--- src/hdl/ccl_ram.sv ---
// ----------------------------------------------------------------------------
// ccl_ram
// Generic simple dual-port RAM, one write port, one registered read port.
// ----------------------------------------------------------------------------
module ccl_ram #(
	parameter int WIDTH = 32,
	parameter int DEPTH = 64
) (
	input  logic                             clk,
	input  logic                             we,
	input  logic [$clog2(DEPTH > 1 ? DEPTH : 2)-1:0] waddr,
	input  logic [WIDTH-1:0]                 wdata,
	input  logic                             re,
	input  logic [$clog2(DEPTH > 1 ? DEPTH : 2)-1:0] raddr,
	output logic [WIDTH-1:0]                 rdata
);
	logic [WIDTH-1:0] mem_q [DEPTH];

	always_ff @(posedge clk) begin
		if (we) begin
			mem_q[waddr] <= wdata;
		end
		if (re) begin
			rdata <= mem_q[raddr];
		end
	end
endmodule

--- config.mk ---
export PLATFORM = sky130hd
export DESIGN_NAME = ccl_ram
export DESIGN_NICKNAME = d
export VERILOG_FILES = /design/src/hdl/ccl_ram.sv
export SDC_FILE = /design/constraint.sdc
export NUM_CORES = 2
export LEC_CHECK = 0
export ABC_AREA = 0
export BUFFER_PORTS_ARGS = -buffer_cell sky130_fd_sc_hd__buf_2
export CAP_MARGIN = 20
export CORE_ASPECT_RATIO = 0.9
export CORE_MARGIN = 3
export CORE_UTILIZATION = 55
export DETAILED_ROUTE_END_ITERATION = 12
export GPL_ROUTABILITY_DRIVEN = 0
export PLACE_DENSITY = 0.7
export SYNTH_ARGS = -nofsm -noshare
export SYNTH_HDL_FRONTEND = slang
export SYNTH_SLANG_ARGS = --single-unit
--- constraint.sdc ---
create_clock -name clk -period 9.2 [get_ports clk]
set_input_delay 1.38 -clock clk [delete_from_list [all_inputs] [get_ports clk]]
set_output_delay 1.38 -clock clk [all_outputs]
set_load 0.01 [all_outputs]
### Word-level counts from Yosys, hierarchy flattened

Memories as Yosys holds them, arrays and structs flattened. A register that Yosys moved wholly into a read port is not among the register bits.
Cells that the tools add are included.

| cells by class | value |
|---|---|
| $add $sub $neg | 0 |
| multiply operators | 0 |
| divide/modulo/power cells | 0 |
| order comparisons | 0 |
| equal/unequal tests | 0 |
| shifts and indexed selects | 0 |
| muxes and demuxes | 2 |
| bitwise operators | 0 |
| reduce and logical (&&, ||, !) cells | 0 |

Operators with widths:

| operator | count |
|---|---|
| $mux 1 | 2 |

| storage, ports and cells | value |
|---|---|
| bits in registers | 0 |
| latch bits | 0 |
| memory bits (writable) | 2048 |
| bits in read-only memories | 0 |
| bits of input ports | 47 |
| output and inout bits | 32 |
| logic and storage cells | 3 |
| memories kept | 1 |

Memory list:

| name | words | width | rd ports | clocked after Yosys merged registers in | wr ports | RTL line | RTL |
|---|---|---|---|---|---|---|---|
| mem_q | 64 | 32 | 1 | 1 | 1 | 17 | `logic [WIDTH-1:0] mem_q [DEPTH];` |

### Depth between registers and ports, before layout

| logic depth | value |
|---|---|
| depth in word-level cells | 2 |
| gate-level depth with buffers | 10 |
| mapped depth without buffers | 5 |

### Worst setup path before layout

OpenSTA, ideal clock, no wires.

| path | value |
|---|---|
| kind | in2reg |
| from | input waddr[3] (netlist bit) |
| to | memory mem_q[48][0], enable pin |
| setup time | 461 ps |
| arrival time | 4079 ps |
| data required time | 8739 ps |
| setup slack | 4660 ps |
| stages on the path | 4 |
| buffers on the path | 1 |
| path through | clkbuf_1 -> nor2b_1 -> nand4b_1 -> nor3_1 |

RTL lines:

| element | RTL line | RTL |
|---|---|---|
| start: declaration | 11 | `input logic [$clog2(DEPTH > 1 ? DEPTH : 2)-1:0] waddr,` |
| end: declaration | 17 |  |

No word-level cell before the write port.

==> flow_summary.json <==
{
  "status": "completed",
  "clk_pin_slew_ns": 0.06,
  "start_util_pct": 55.5,
  "ir_worst_vdd_mv": 0.189,
  "wl_mm": 200,
  "cp_cell_sequence": "buf_8 -> buf_12 -> buf_4 -> mux4_2 -> nor2b_1 -> a21oi_1 -> a311oi_1 -> nor3_1",
  "worstPathArrival_ns": 5.02,
  "num_io_pins": 79,
  "yosysWarnings": 0,
  "antenna_found_initial": 18,
  "grt_usage_pct": 27.6,
  "hp-class": "flip-flop to flip-flop",
  "maxSlewViolCount": 0,
  "ys_seq_area_share_pct": 79.2,
  "drt_pass1_iterations": 6,
  "post_cts_buffers": 0,
  "area_delta_synth_final_pct": 12.0,
  "dieWidth_um": 405,
  "synth.most_common_cell": "edfxtp_1",
  "finalSetupTns_ns": 0,
  "yosys-top-cells-count": "edfxtp_1 (2080), mux4_2 (544), nor2_1 (137)",
  "worstSetupPathType": "input pin to flip-flop",
  "critPathCaptureType": "flip-flop",
  "cts_sinks": 2080,
  "clockBufferDepth": 3,
  "synth_top_area_share_pct": 79.2,
  "critPathSlowestCell": "a311oi_1",
  "synth.area.top_cells": "edfxtp_1 (79%), mux4_2 (16%), mux2i_1 (1.2%)",
  "fin_nets": 3591,
  "cts_resized": 0,
  "syn_nets": 3371,
  "root_buffer": "clkbuf_16",
  "max_freq_ghz": 0.222,
  "ant_nets": 0,
  "fin_skew_ns": 0.0277,
  "port_buffers": 78,
  "hpwl_mm": 105,
  "design.die.area_um2": 148000,
  "vias_per_cell": 6.76,
  "cp_slowest_stage_delay_ns": 0.89,
  "required_ns": 9.72,
  "synth.ff_latch_count": 2080,
  "synthDistinctLibCells": 33,
  "avgSynthCellArea_um2": 23.7,
  "final.min_clock_period_ns": 4.50,
  "first_global_vias": 38000,
  "first_iter_violations": 5599,
  "hold_violations": 0,
  "ctsHoldBuffers": 0,
  "grt_pass1_wl_mm": 284,
  "layout-drive-gt1-share_pct": 28.9,
  "grt_max_degree": 147,
  "worst_slew_margin_rel_pct": 19.7,
  "ys.flop_type": "edfxtp_1",
  "fin_util_pct": 62.1,
  "core_area_um2": 142000,
  "start_kind": "input pin",
  "synthArstFlopShare_pct": 0,
  "yosys.area.top_type": "edfxtp_1",
  "worstSkewPairLatency_ns": 0.81,
  "vias": 37600,
  "htreeDepth": 4,
  "rsz0062_at_grt": "no",
  "avgRoutedWirePerCell_um": 35.9,
  "synth_edf_count": 2080,
  "synth_area_um2": 78800,
  "cts_tree": "built",
  "power-per-cell-area_nw_per_um2": 215,
  "std_cell_rows": 131,
  "setup_viol": 0,
  "p_leak_nw": 27.3,
  "grt_overflow_total": 0,
  "drc": 0,
  "crit_fanout": 92,
  "cts_made_buffers": 190,
  "tightestPinTransition_ns": 1.20,
  "maxCapViolCount": 0,
  "fin_crit_sh_pct": 48.9,
  "die_h_um": 365,
  "postSynthCellCount": 3324
}
==> report_power, final <==
part	switching, mW	internal [mW]	leakage, nW	total, mW
Clock	3.35	4.15	2.82	7.49
Combinational	0.616	0.353	5.78	0.969
Sequential	0.0343	10.5	18.7	10.5
==> per-layer routing <==
layer	track usage [%]	share of wire (%)	up-vias
met5	0.747	0.10	-
met4	10.0	3.7	8
met3	6.40	11	377
met2	42.6	47	2414
met1	39.4	37	20100
li1	-	-	14700
==> placed cells by master (no fill, tap or decap), types with 7 or more instances in the layout <==
| cell type | Yosys | layout |
|---|---|---|
| clkinvlp_4 | 0 | 7 |
| mux4_2 | 544 | 544 |
| buf_4 | 25 | 105 |
| clkbuf_16 | 0 | 194 |
| nor2b_1 | 15 | 15 |
| a311oi_1 | 8 | 8 |
| nor2_4 | 0 | 62 |
| edfxtp_1 | 2080 | 2080 |
| clkinv_2 | 0 | 25 |
| a22oi_1 | 12 | 12 |
| o221ai_1 | 27 | 27 |
| mux2i_1 | 93 | 93 |
| a21oi_1 | 62 | 62 |
| buf_12 | 0 | 24 |
| o22ai_1 | 84 | 84 |
| nand2_1 | 26 | 26 |
| bufinv_16 | 0 | 11 |
| diode_2 | 0 | 10 |
| clkinv_1 | 0 | 59 |
| buf_2 | 57 | 75 |
| clkbuf_1 | 74 | 35 |
| nor2_1 | 137 | 75 |
| nand2b_1 | 8 | 7 |
==> per-stage QoR <==
step | hold WS [ns] | setup WS [ns] | power [mW] | instances | instance area, um2
after floorplan | 0.750 | 4.66 | 11.2 | 3324 | 78800
after global placement | 0.837 | 3.54 | 11.7 | 5191 | 82100
after detailed placement | 0.839 | 3.68 | 11.7 | 5195 | 82100
after CTS | 0.854 | 4.54 | 19.1 | 5533 | 87900
after global routing | 0.912 | 4.42 | 19.5 | 5559 | 88300
final | 0.855 | 4.70 | 19.0 | 5562 | 88300
==> critical path, delay by kind of cell <==
kind                   cells  cell delay [ns]
buffers and inverters      3             1.62
multiplexers               1             0.57
AO/OA/AOI/OAI              2             0.94
AND/OR/NAND/NOR            2             0.29
==> logic make-up (layout without fill, tap and decap cells) <==
| kind of cell | Yosys count | after routing | share of synthesized area [%] |
|---|---|---|---|
| flip-flops | 2080 | 2080 | 79.2 |
| multiplexers | 637 | 637 | 16.7 |
| AND/OR/NAND/NOR | 223 | 223 | 1.26 |
| AO/OA/AOI/OAI | 202 | 202 | 1.67 |
| buffers and inverters | 182 | 548 | 1.12 |
| other | 0 | 10 | 0 |
==> cell type report <==
| cell class | instances | area, um2 |
|---|---|---|
| antenna | 10 | 25.0 |
| clock buffer | 229 | 4990 |
| clock inverter | 109 | 821 |
| fill | 9180 | 53800 |
| multi-input combinational | 1062 | 16000 |
| sequential | 2080 | 62500 |
| tap | 1862 | 2330 |
| timing repair buffer | 210 | 1710 |
==> registers in the layout (all words and copies together), names as in the netlist <==
signal  cells
mem_q    2048
rdata      32
==> worst paths after layout <==
path / slack (ns) / from / cells after the start / to
setup reg to reg: 6.50 / mem_q[38][20] / 5 / rdata[20]
setup / recovery: 4.70 / raddr[0] / 8 / rdata[17]
hold reg to reg: 0.85 / mem_q[28][20] / 4 / rdata[20]
hold / removal: 0.85 / mem_q[28][20] / 4 / rdata[20]
Note: power is estimated with default switching activity, not from simulation.
