## config.mk

```make
export PLATFORM = sky130hd
export DESIGN_NAME = ccl_mod
export DESIGN_NICKNAME = d
export VERILOG_FILES = /design/src/hdl/ccl_pkg.sv /design/src/hdl/ccl_mod.sv
export SDC_FILE = /design/constraint.sdc
export NUM_CORES = 1
export LEC_CHECK = 0
export BUFFER_PORTS_ARGS = -buffer_cell sky130_fd_sc_hd__buf_2
export CORE_MARGIN = 1.5
export CORE_UTILIZATION = 48
export CTS_CLUSTER_DIAMETER = 60
export DETAILED_ROUTE_END_ITERATION = 8
export PLACE_DENSITY = 0.77
export SLEW_MARGIN = 20
export SYNTH_ARGS = -nofsm -noshare
export SYNTH_HDL_FRONTEND = slang
export SYNTH_SLANG_ARGS = --single-unit
```

## constraint.sdc

```tcl
create_clock -name clk -period 1.7 [get_ports clk]
set_input_delay 0.085 -clock clk [delete_from_list [all_inputs] [get_ports clk]]
set_output_delay 0.085 -clock clk [all_outputs]
set_load 0.02 [all_outputs]
```

## src/hdl/ccl_pkg.sv

```systemverilog
// ----------------------------------------------------------------------------
// ccl_pkg
// Shared types, register indexes and helpers for the cache lookup block.
// ----------------------------------------------------------------------------
package ccl_pkg;

	// register indexes on the configuration port
	localparam logic [1:0] REG_ORGANISATION = 2'd0;
	localparam logic [1:0] REG_SET_BITS     = 2'd1;
	localparam logic [1:0] REG_WAYS         = 2'd2;

	// organisation codes
	localparam logic [1:0] ORG_DIRECT = 2'd0;
	localparam logic [1:0] ORG_FULL   = 2'd2;

	localparam logic [15:0] LFSR_SEED = 16'hACE1;

	typedef enum logic [2:0] {
		ST_CLEAR,
		ST_IDLE,
		ST_LOOKUP,
		ST_MOD,
		ST_UPDATE,
		ST_READ,
		ST_DONE
	} ccl_state_t;

	// request to the remainder unit
	typedef struct packed {
		logic        start;
		logic [15:0] dividend;
	} ccl_mod_req_t;

	// Fibonacci LFSR, taps 16,14,13,11
	function automatic logic [15:0] lfsr_next(input logic [15:0] s);
		logic fb;
		fb = s[0] ^ s[2] ^ s[3] ^ s[5];
		return {fb, s[15:1]};
	endfunction

endpackage

```

## src/hdl/ccl_mod.sv

```systemverilog
// ----------------------------------------------------------------------------
// ccl_mod
// Bit-serial remainder of a 16-bit value by the ways in use.
// ----------------------------------------------------------------------------
module ccl_mod #(
	parameter int CNT_W = 4
) (
	input  logic                      clk,
	input  logic                      arst_n,
	input  ccl_pkg::ccl_mod_req_t     req,
	input  logic [CNT_W-1:0]          divisor,
	output logic                      done,
	output logic [CNT_W-1:0]          remainder
);
	import ccl_pkg::*;

	logic [15:0]    dvd_q;
	logic [CNT_W:0] rem_q;
	logic [3:0]     cnt_q;
	logic           busy_q;
	logic [CNT_W:0] shifted;
	logic [CNT_W:0] next_rem;

	// one quotient digit per cycle
	always_comb begin
		shifted  = {rem_q[CNT_W-1:0], dvd_q[15]};
		next_rem = (shifted >= {1'b0, divisor}) ? shifted - {1'b0, divisor} : shifted;
	end

	always_ff @(posedge clk or negedge arst_n) begin
		if (!arst_n) begin
			busy_q <= 1'b0;
			done   <= 1'b0;
			cnt_q  <= '0;
		end else begin
			done <= 1'b0;
			if (req.start) begin
				busy_q <= 1'b1;
				cnt_q  <= '0;
			end else if (busy_q) begin
				cnt_q <= cnt_q + 4'd1;
				if (cnt_q == 4'd15) begin
					busy_q <= 1'b0;
					done   <= 1'b1;
				end
			end
		end
	end

	always_ff @(posedge clk) begin
		if (req.start) begin
			dvd_q <= req.dividend;
			rem_q <= '0;
		end else if (busy_q) begin
			dvd_q <= {dvd_q[14:0], 1'b0};
			rem_q <= next_rem;
		end
	end

	assign remainder = rem_q[CNT_W-1:0];
endmodule

```

# == After elaboration in Yosys (flattened, before gate mapping) ==
# Index checks and enable logic that the tools add are counted.
# word_totals
ff_bits,26
latchBits,0
ram_bits,0
romBits,0
output_inout_bits,5
elab_cells,21
n_memories,0
# classes
n_addsub,2
mul,0
div_mod_pow,0
magnitude_cmp,1
n_eq_ne,1
n_shift,0
muxes,11
bitwise,0
reduce_logical,1
# ops
cell,n
2-to-1 mux 16 bit,2
2-to-1 mux 4 bit,3
2-to-1 mux 1 bit,6
greater-or-equal comparator 5 x 4 -> 1 bit,1
adder 4 x 1 -> 4 bit (second input constant),1
== test 4 bit (second input constant),1
subtractor 4 bit,1
nonzero test 2 bit,1

# == Longest topological paths before layout ==
# depth
ltp_word,4
ltp_mapped,8

# == Worst setup path after synthesis ==
# Ideal clock, no wire load.
# synth_path
path_kind,register -> register
from,reg dvd_q[15]
to,reg rem_q[1]
setup_ns,0.091
arrival_time_ns,1.659
slack_ns,-0.050
path_stages_with_launch,7
period_less_slack_ns,1.750
path_cell_list,edfxtp_1 inv_1 ha_1 inv_1 fa_1 or3b_1 a311oi_1
# synth_via
elab_chain_len,2
word_cells_on_any_way,3
classes_between,1 x add/sub; 1 x order compare; 1 x mux
# synth_rtl
element,line,rtl
"start, declared",ccl_mod.sv:17,logic [15:0] dvd_q;
"start signal, assigned",ccl_mod.sv:52,dvd_q <= req.dividend;
"start signal, assigned",ccl_mod.sv:55,"dvd_q <= {dvd_q[14:0], 1'b0};"
subtractor 4 bit / greater-or-equal comparator 5 x 4 -> 1 bit (equally long branches),ccl_mod.sv:27,"next_rem = (shifted >= {1'b0, divisor}) ? shifted - {1'b0, divisor} : shifted;"
2-to-1 mux 4 bit (*),ccl_mod.sv:27,
"end signal, assigned",ccl_mod.sv:56,rem_q <= next_rem;
"end, declared",ccl_mod.sv:18,logic [CNT_W:0] rem_q;
# Every way passes the cells marked *; elsewhere a longest branch is shown, timed or not.
# A chain may end at the register's enable or synchronous reset.

# == Final worst setup path ==
# Same ends and word-level chain as after synthesis.

==> flow_summary_export.csv <==
group,metric,value,unit
sta,hold_violations,0,
route,drt_wl_total,2320,um
cts,cts_tree,"yes",
setup_path,required,1950,ps
cts,path_clk_slew,140,ps
cts,cts_buffers,3,
floorplanning,fp.dieH,55.4,um
floorplanning,start_util,0.519,
setup_path,crit_type,"reg2reg",
final_layout,final_common_cell,"buf_2",
power,fin_total_pwr,0.00194,W
logic_synthesis,synth-edff-count,16,
sta,holdWs,28.0,ps
route,firstDrtPassIters,4,
floorplanning,fp.dieArea,3070,um^2
global_route,grt_antenna_before_repair,0,
route,drc_errors,0,
global_route,grt_pass1_wl,3970,um
setup_path,path_delay_family,"adder cells",
final_layout,layout_common_cells,"buf_2 (27), edfxtp_1 (16), mux2_2 (15)",
setup_path,cp_common_cell,"inv_2",
final_layout,multi_input_area,599,um^2
global_route,grt_pass1_vias,911,
min_path,hold_path_class,"in2reg",
setup_path,cp-start-kind,"register",
global_route,grt_usage,0.168,
sta,maxSlewHeadroom,0.673,
setup_path,critical_path.cell_chain,"inv_2 > ha_4 > inv_2 > fa_2 > or3b_1 > a311oi_1",
cts,ctsHtreeMaxLevel,1,
logic_synthesis,yosys_most_used_dff,"edfxtp_1",
route,routedWlPerCell,13.8,um
global_route,grt_max_degree,27,
place,place.gp.congestion,0.868,
sta,period_needed,1820,ps
logic_synthesis,synthCells,103,
logic_synthesis,yosys_warnings,0,
logic_synthesis,synthArstFlopShare,0.231,
global_route,grt-ovfl-total,0,
cts,clkLatencyLatePin,320,ps
route,drt_iter0_markers,8,
place,dp_hpwl,1650,um
final_layout,fillerInstances,210,
logic_synthesis,ys_seq_area_frac,0.538,
route,dr_total_vias,904,
final_layout,antenna_cells,0,
power,p_leak,0.702,nW
logic_synthesis,ys_seq_elements,26,
cts,cts_root_buffer,"clkbuf_4",
setup_path,cp_slowest_stage_delay,510,ps
floorplanning,fp.coreArea,2540,um^2
sta,tightest_slew,490,ps
sta,fin_skew,1.89,ps
setup_path,crit_arrival,2070,ps
sta,final.period_utilization,1.07,
final_layout,final_layout_size_suffix_gt1_frac,0.457,
power,vdd_ir_drop_max,807,uV
setup_path,critPathMaxFanout,2,
sta,worst_slack,-124,ps
run,maxCapViolCount,0,
sta,drv_slew,0,
sta,max_clock_freq,0.548,GHz
floorplanning,rows,18,
final_layout,seqCellArea,712,um^2
logic_synthesis,avgSynthCellArea,12.8,um^2
final_layout,area_growth,22.8,%
outcome,failed_checks,"negative setup slack",
power,p_per_area,1190,nW/um^2
setup_path,crit_path_end_kind,"register",
floorplanning,die-width,55.4,um
outcome,outcome,"finished, violations left",
setup_path,slowest_stage,"fa_2",
sta,setup_viol,3,
floorplanning,ios,28,
setup_path,worst-path-buf-inv,2,
place,port_buffers,27,
route,viasPerCell,5.38,
cts,numClockSinks,26,
final_layout,nets,168,
route,ant_nets,0,
logic_synthesis,yosysUniqueCellTypes,36,
logic_synthesis,synth_area,1320,um^2
cts,cts_buffer_depth,2,
logic_synthesis,syn_nets,132,
sta,rsz0062_at_grt,"yes",
-- path summary, 6_finish.rpt --
check | startpoint | end | slack [ps] | cells past startpoint
hold reg to reg | rem_q[3] | rem_q[3] | 520 | 2
min in group asynchronous | arst_n | busy_q | 90 | 2
setup reg to reg | dvd_q[15] | rem_q[1] | -120 | 6
max in group asynchronous | arst_n | cnt_q[2] | 1470 | 2
setup / recovery | dvd_q[15] | rem_q[1] | -120 | 6
hold / removal | req[0] | dvd_q[0] | 30 | 2
-- flip-flops by register name, summed over array words and instances (netlist names) --
name and cells:
rem_q 4, busy_q 1, dvd_q 16, done 1
cnt_q 4
-- metrics by stage --
stage                     area, um^2  instances  setup TNS (ps)   util  setup WS [ps]
after global routing            1620        168            -463  0.637           -166
after global placement          1520        162            -244  0.599          -87.0
after floorplan                 1320        103           -71.0      -          -43.7
after detailed placement        1520        162            -402  0.599           -141
final                           1620        168            -274  0.637           -124
after CTS                       1610        167            -207  0.632           -117
-- timing repair --
item | in CTS | in global routing
pin swaps | 7 | 2
resized for setup | 7 | 2
setup endpoints to repair | 3 | 3
hold buffers | 1 | 0
setup buffers | 0 | 1
endpoints found under the hold margin | 6 | 0
-- layer usage --
metal  routed length [um]  up-vias  track usage
met2                 1140       22        0.279
met1                 1020      427        0.205
met5                    0        -            0
met4                   57        0       0.0941
li1                     -      449            -
met3                  103        6       0.0328
-- area by class of cell --
class,count,share of cell area
inverter,6,0.0139
clock buffer,3,0.0139
clock inverter,1,0.0185
sequential,26,0.439
multi-input combinational,67,0.370
timing repair buffer,35,0.122
tap,30,0.0231
-- logic make-up (layout without fill, tap and decap cells) --
kind of cell	count (synthesis)	after routing	synth area share
flip-flops	26	26	0.538
AND/OR/NAND/NOR	25	25	0.105
AO/OA/AOI/OAI	16	16	0.102
multiplexers	16	16	0.136
buffers and inverters	10	45	0.0294
adder cells (fa/ha/maj)	6	6	0.0626
XOR/XNOR	4	4	0.0265
-- Yosys cell counts (3+ instances only) --
master | instances | share of area
mux2_2 | 15 | 0.13
o21ai_0 | 3 | 0.011
ha_1 | 5 | 0.047
inv_1 | 6 | 0.017
edfxtp_1 | 16 | 0.36
nor2_1 | 9 | 0.026
dfrtp_1 | 6 | 0.11
dfxtp_1 | 4 | 0.061
-- worst reg2reg max path, cell delays in order, from the launching register on --
cell,delay (ps)
edfxtp_1,440
inv_2,90
ha_4,130
inv_2,40
fa_2,510
or3b_1,340
a311oi_1,210
-- power by group --
part | internal [W] | switching (W) | leakage [nW]
sequential | 0.000758 | 0.0000524 | 0.281
clock | 0.000239 | 0.000191 | 0.0279
combinational | 0.000358 | 0.000339 | 0.394
Power figures use the tool's default switching activity.
